$ cat src/rtl/ssa_pkg.sv
`timescale 1ns / 1ps
// ----------------------------------------------------------------------------
// ssa_pkg
// Shared constants, codes, types and helpers of the size-class stack allocator.
// ----------------------------------------------------------------------------
package ssa_pkg;

   localparam int NUM_CLASSES  = 4;
   localparam int POOL_UNITS   = 4096;
   localparam int USABLE_UNITS = (POOL_UNITS < 4096) ? POOL_UNITS : 4096;
   localparam int UNIT_W       = $clog2(USABLE_UNITS);
   localparam int ADDR_W       = 13;
   localparam int CLS_W        = (NUM_CLASSES > 1) ? $clog2(NUM_CLASSES) : 1;
   localparam int ICLS_W       = $clog2(NUM_CLASSES + 1);

   localparam int NUM_REGS     = 4;
   localparam int REG_IDX_W    = 2;
   localparam int CNT_W        = 8;

   localparam int OP_W         = 2;
   localparam int STATUS_W     = 2;
   localparam int SIZE_W       = 16;
   localparam int GUARD_W      = 32;

   localparam logic [GUARD_W-1:0] GUARD_PATTERN = 32'hA5A5_A5A5;
   localparam int BASE_UNITS   = 16;
   localparam int CLASS_BYTES  = 128;
   // bytes per class step over 4-byte words gives the size shift
   localparam int CLASS_SHIFT  = $clog2(CLASS_BYTES / 4);
   localparam int QUOT_W       = SIZE_W - CLASS_SHIFT;
   localparam int CLS_NUM_W    = $clog2(QUOT_W);

   typedef enum logic [OP_W-1:0] {
      OP_INIT  = 2'd0,
      OP_ALLOC = 2'd1,
      OP_FREE  = 2'd2,
      OP_CHECK = 2'd3
   } op_type;

   typedef enum logic [STATUS_W-1:0] {
      ST_OK        = 2'd0,
      ST_EXHAUSTED = 2'd1,
      ST_OVERFLOW  = 2'd2,
      ST_BAD_FREE  = 2'd3
   } status_type;

   typedef enum logic [1:0] {
      SRC_EXEC  = 2'd0,
      SRC_ALLOC = 2'd1,
      SRC_INIT  = 2'd2
   } out_src_type;

   typedef struct packed {
      logic        capture;
      logic        init_start;
      logic        init_step;
      logic        init_exhaust;
      logic        init_term;
      logic        alloc_read;
      logic        alloc_commit;
      logic        free_commit;
      logic        out_load;
      out_src_type out_src;
   } ssa_cmd_type;

   typedef struct packed {
      op_type op;
      logic   alloc_ok;
      logic   out_free;
      logic   cls_end;
      logic   fits;
      logic   last;
      logic   prev_nz;
      logic   exh;
   } ssa_stat_type;

   // trailing-zero count of size/32, zero when the quotient is zero
   function automatic logic [CLS_NUM_W-1:0] class_of(input logic [SIZE_W-1:0] size);
      logic [QUOT_W-1:0]    q;
      logic [CLS_NUM_W-1:0] n;
      q = size[SIZE_W-1:CLASS_SHIFT];
      n = '0;
      for (int i = QUOT_W - 1; i >= 0; i--) begin
         if (q[i]) begin
            n = CLS_NUM_W'(i);
         end
      end
      return n;
   endfunction

endpackage

$ cat src/rtl/ssa_ctrl.sv
`timescale 1ns / 1ps
// ----------------------------------------------------------------------------
// ssa_ctrl
// Sequencer: takes one request, steps the datapath through it and hands the
// result to the output register.
// ----------------------------------------------------------------------------
module ssa_ctrl (
   input  logic                 clock,
   input  logic                 reset,
   input  logic                 req_valid,
   output logic                 req_stall,
   input  ssa_pkg::ssa_stat_type stat,
   output ssa_pkg::ssa_cmd_type  cmd
);

   typedef enum logic [2:0] {
      S_IDLE,
      S_EXEC,
      S_ALLOC_RD,
      S_INIT_BLK,
      S_INIT_TERM,
      S_INIT_DONE
   } state_type;

   state_type state_ff;
   state_type state_in;

   assign req_stall = (state_ff != S_IDLE);

   always_comb begin
      cmd         = '0;
      cmd.out_src = ssa_pkg::SRC_EXEC;
      state_in    = state_ff;
      unique case (state_ff)
         S_IDLE: begin
            if (req_valid) begin
               cmd.capture = 1'b1;
               state_in    = S_EXEC;
            end
         end
         S_EXEC: begin
            if (stat.op == ssa_pkg::OP_INIT) begin
               cmd.init_start = 1'b1;
               state_in       = S_INIT_BLK;
            end else if (stat.op == ssa_pkg::OP_ALLOC && stat.alloc_ok) begin
               cmd.alloc_read = 1'b1;
               state_in       = S_ALLOC_RD;
            end else if (stat.out_free) begin
               cmd.out_load    = 1'b1;
               cmd.out_src     = ssa_pkg::SRC_EXEC;
               cmd.free_commit = (stat.op == ssa_pkg::OP_FREE);
               state_in        = S_IDLE;
            end
         end
         S_ALLOC_RD: begin
            if (stat.out_free) begin
               cmd.alloc_commit = 1'b1;
               cmd.out_load     = 1'b1;
               cmd.out_src      = ssa_pkg::SRC_ALLOC;
               state_in         = S_IDLE;
            end
         end
         S_INIT_BLK: begin
            if (stat.cls_end) begin
               state_in = S_INIT_DONE;
            end else if (!stat.fits) begin
               // pool end: close the list built so far, if any
               cmd.init_exhaust = 1'b1;
               state_in         = stat.prev_nz ? S_INIT_TERM : S_INIT_DONE;
            end else begin
               cmd.init_step = 1'b1;
               if (stat.last) begin
                  state_in = S_INIT_TERM;
               end
            end
         end
         S_INIT_TERM: begin
            cmd.init_term = 1'b1;
            state_in      = stat.exh ? S_INIT_DONE : S_INIT_BLK;
         end
         S_INIT_DONE: begin
            if (stat.out_free) begin
               cmd.out_load = 1'b1;
               cmd.out_src  = ssa_pkg::SRC_INIT;
               state_in     = S_IDLE;
            end
         end
         default: begin
            state_in = S_IDLE;
         end
      endcase
   end

   always_ff @(posedge clock) begin
      if (reset) begin
         state_ff <= S_IDLE;
      end else begin
         state_ff <= state_in;
      end
   end

endmodule

$ cat config.mk
export PLATFORM = sky130hd
export DESIGN_NAME = ssa_ctrl
export DESIGN_NICKNAME = d
export VERILOG_FILES = /design/src/rtl/ssa_pkg.sv /design/src/rtl/ssa_ctrl.sv
export SDC_FILE = /design/constraint.sdc
export NUM_CORES = 1
export LEC_CHECK = 0
export BUFFER_PORTS_ARGS = -buffer_cell sky130_fd_sc_hd__buf_2
export CELL_PAD_IN_SITES_DETAIL_PLACEMENT = 1
export CELL_PAD_IN_SITES_GLOBAL_PLACEMENT = 1
export CORE_MARGIN = 5
export CORE_UTILIZATION = 25
export CTS_CLUSTER_DIAMETER = 80
export DETAILED_ROUTE_END_ITERATION = 10
export PLACE_DENSITY_LB_ADDON = 0.15
export SLEW_MARGIN = 10
export SYNTH_ARGS = -nofsm -noshare
export SYNTH_HDL_FRONTEND = slang
export SYNTH_SLANG_ARGS = --single-unit
$ cat constraint.sdc
create_clock -name clock -period 1.4 [get_ports clock]
set_input_delay 0.21 -clock clock [delete_from_list [all_inputs] [get_ports clock]]
set_output_delay 0.21 -clock clock [all_outputs]
set_load 0.03 [all_outputs]
# [Yosys cells after proc, flatten, opt, wreduce, memory -nomap -nowiden]
# Index checks and enable logic that the tools add are counted.
[totals] register_bits=3 inputBits=12 output_inout_bits=12 wordCells=47
[classes] eq_ne=9 muxes=31 reduce_logical=6
[ops] op="3-bit two-way mux" count=10
[ops] op="3-bit one-hot mux with 5 select lines" count=1
[ops] op="1-bit two-way mux" count=14
[ops] op="4-bit two-way mux" count=3
[ops] op="3-bit one-hot mux with 3 select lines" count=1
[ops] op="3-bit by 2-bit equality test with 1-bit output, second input constant" count=2
[ops] op="3-bit equality test, second input constant" count=2
[ops] op="2-bit two-way mux" count=2
[ops] op="4-bit inequality test, second input constant" count=1
[ops] op="3-bit by 1-bit equality test with 1-bit output, second input constant" count=1
[ops] op="3-bit zero test" count=1
[ops] op="3-bit nonzero test" count=1
[ops] op="2-bit by 1-bit equality test with 1-bit output, second input constant" count=1
[ops] op="2-bit equality test, second input constant" count=1
[ops] op="2-bit zero test" count=1
[ops] op="2-bit inequality test, second input constant" count=1
[ops] op="2-bit AND reduction" count=1
[ops] op="2-bit OR reduction" count=1
[ops] op="1-bit logical AND" count=1

# [Longest topological paths before layout]
[logic_depth] depth_word=5 depth_mapped=5 depth_no_buf=4

# [Worst setup path after synthesis]
# OpenSTA, ideal clock, no wires.
[synth_timing] kind="register -> output" start="register state_ff[1]" end="output port cmd[5] (netlist bit)" arrival_ns=1.607 t_required_ns=1.190 setup_slack_ns=-0.417 stages_incl_launch_ff=4 n_path_buf=1 cell_sequence="dfxtp_1 > buf_4 > nand2b_1 > nor4bb_1"
[synth_lines] element="start, declared" line="ssa_ctrl.sv:25" text="state_type state_ff;"
[synth_lines] element="start signal, assigned" line="ssa_ctrl.sv:98" text="state_ff <= state_in;"
[synth_lines] element="end, declared" line="ssa_ctrl.sv:13" text="output ssa_pkg::ssa_cmd_type cmd"

==> metrics.csv <==
stage;metric;value;unit
worst_setup_path;reg2reg_slack;0.21;ns
timing;finalMaxSlewViolations;0;
grt;overflow;0;
cells_and_area;largest_reg_flops;3;
worst_setup_path;critPathRequiredTime;1.19;ns
pwr;p_per_area;610;nW/um2
grt;track_usage;0.129;
die;core_area;1350;um2
clock_network;cts_hold_buf;0;
timing;skew;0.00251;ns
min_path;whs_path_depth;2;
detailed_routing;wirelength;1.24;mm
min_path;min_from;reset;
detailed_routing;initialDrtViolationCount;2;
timing;rsz0062_at_grt;true;
outcome;outcome;complete, but fails checks;
placement;dp.cells;91;
placement;portBuffers;23;
worst_setup_path;path_max_fanout;6;
outcome;failed_checks;negative setup slack;
timing;setup_violations;5;
grt;grt_max_degree;10;
synthesis;async_flop_share;0;
placement;dpl-instance-area;574;um2
worst_setup_path;r2r_end;state_ff[2];
grt;grt_antenna_before_repair;0;
worst_setup_path;cp-end-kind;output pin;
timing;post-route-period-util;1.03;
timing;max_slew_margin;0.820;
run;cap_violations;0;
clock_network;clock_path_buffers;2;
cells_and_area;largest-register;state_ff;
detailed_routing;vias_per_cell;5.05;
synthesis;synth_warnings;0;
clock_network;cts-root-buf;clkbuf_4;
die;die_area;2330;um2
die;start_util;0.272;
worst_setup_path;start_kind;flop;
die;fp.dieW;48.3;um
cells_and_area;top_regs;state_ff (3);
placement;place_congestion;0.700;
timing;period_needed;1.44;ns
min_path;hold_end;state_ff[1];
detailed_routing;wl_per_cell;12.8;um
pwr;peakVddDrop;0.501;mV
timing;final_hold_viol_count;0;
min_path;hold_class;in -> reg;
cells_and_area;layout.cells.non_filler;97;
detailed_routing;drcViolationCount;0;
synthesis;synth.avg_cell_area;7.33;um2
synthesis;synthCells;50;
cells_and_area;final_util;0.573;
detailed_routing;dr.pass1.iters;4;
clock_network;worstSkewPairLatency;0.24;ns
synthesis;ys.flop_type;dfxtp_1;
worst_setup_path;reg2reg_depth;5;
cells_and_area;syn_to_final_growth;111;%
clock_network;cts_buffers;3;
cells_and_area;final_area;773;um2
clock_network;clkTransAtPathRegs;0.04;ns
pwr;total_power;472;uW
synthesis;synth_cell_types;27;
die;die-height;48.3;um
synthesis;synth_edf_count;0;
synthesis;synth_area;367;um2
timing;fin_ws;-0.0430;ns
timing;final.setup.tns;-0.116;ns
grt;grt_pass1_vias;465;
worst_setup_path;path_class;reg -> out;
pwr;leakage;0.000317;uW
cells_and_area;drive_gt1_frac;0.695;
cells_and_area;antennaDiodeCount;0;
detailed_routing;antenna_left;0;
synthesis;syn-num-nets;62;
synthesis;ys_seq_area_frac;0.164;
clock_network;htree_levels;1;
worst_setup_path;timing.rr.start;state_ff[1];
timing;fmax;693;MHz
die;rows;13;
die;pin_count;24;
clock_network;tritoncts;yes;
worst_setup_path;crit_arrival;1.23;ns
timing;worst_pin_slew;0.270;ns
cells_and_area;layout.nets;95;
clock_network;clock_sinks;3;
synthesis;yosys_register_bits;3;
detailed_routing;vias;490;
grt;grt_pass1_wl;2.01;mm
placement;hpwl;961;um
==> worst max-delay path, cell delays in order, from the launching register on <==
cell and delay (ns):
dfxtp_4 0.36, or3_4 0.41, nor2_4 0.09, buf_6 0.13
==> logic make-up after synthesis <==
group,count (synthesis),synth area share
AOI/OAI and AO/OA,12,0.235
buffers and inverters,6,0.0956
DFF,3,0.164
and+or+nand+nor,29,0.505
==> layout make-up <==
type                    count  area, um2
well taps                  15       18.8
clock buffers               4       26.3
inverters                   3       13.8
fillers                   153        577
multi-input cells          41        385
flip-flops and latches      3       71.3
repair buffers             31        258
==> power by group <==
group          internal (uW)  switching, uW
registers               89.1           10.2
clock network            107           47.6
logic                    108            110
total                    304            168
==> metrics by stage <==
| step | hold slack [ns] | setup slack [ns] |
|---|---|---|
| after floorplan | 0.279 | -0.101 |
| after global placement | 0.386 | 0.0483 |
| after detailed placement | 0.386 | 0.0356 |
| after CTS | 0.119 | -0.0530 |
| after global routing | 0.136 | -0.0888 |
| final | 0.130 | -0.0430 |
==> Yosys cell counts, types with 2 or more instances <==
library cell  n  share of area
nor2_1        6          0.061
nand2b_1      4          0.068
dfxtp_1       3           0.16
inv_1         3          0.031
nand2_1       3          0.031
nor2b_1       3          0.051
a22oi_1       2          0.041
a31oi_1       2          0.034
and2_1        2          0.034
nor3b_1       2          0.041
nor4_1        2          0.034
o21ai_0       2          0.027
o22ai_1       2          0.034
==> layer usage <==
metal / up-vias / part of all wire / global-route usage
li1: 249 / - / -
met1: 217 / 0.43 / 0.153
met2: 20 / 0.46 / 0.201
met3: 4 / 0.076 / 0.0148
met4: 0 / 0.031 / 0.113
met5: - / 0 / 0
==> worst max-delay path by stage <==
stage                      from      end  slack [ns]  depth (start not counted)
floorplan           state_ff[1]   cmd[0]       -0.10                          3
global placement    state_ff[0]   cmd[5]        0.05                          3
detailed placement  state_ff[0]   cmd[5]        0.04                          3
CTS                 state_ff[1]   cmd[7]       -0.05                          4
global route        state_ff[1]   cmd[5]       -0.09                          3
finish              state_ff[0]  cmd[10]       -0.04                          3
==> cells in the final DEF (no fill, tap or decap), types with 2 or more instances in the layout <==
| cell | Yosys | routed |
|---|---|---|
| nand2b_1 | 4 | 2 |
| buf_6 | 1 | 14 |
| buf_2 | 1 | 11 |
| o21ai_0 | 2 | 2 |
| nor2_4 | 0 | 2 |
| nor3b_2 | 1 | 3 |
| a31oi_1 | 2 | 2 |
| and2_4 | 1 | 2 |
| dfxtp_4 | 0 | 3 |
| nor2_1 | 6 | 3 |
| nor4_4 | 0 | 2 |
| nand2b_4 | 0 | 2 |
| nand2_1 | 3 | 3 |
| clkbuf_4 | 0 | 3 |
| inv_1 | 3 | 2 |
| buf_4 | 1 | 6 |
| a22oi_1 | 2 | 2 |
| nor2b_1 | 3 | 2 |
==> what timing repair did <==
action / 4_1_cts / 5_1_grt
pin swaps: 6 / 3
setup endpoints to repair: 12 / 11
buffers inserted: 1 / 1
gates resized for setup: 31 / 19
gates cloned: 0 / 0
Power figures use the tool's default switching activity.
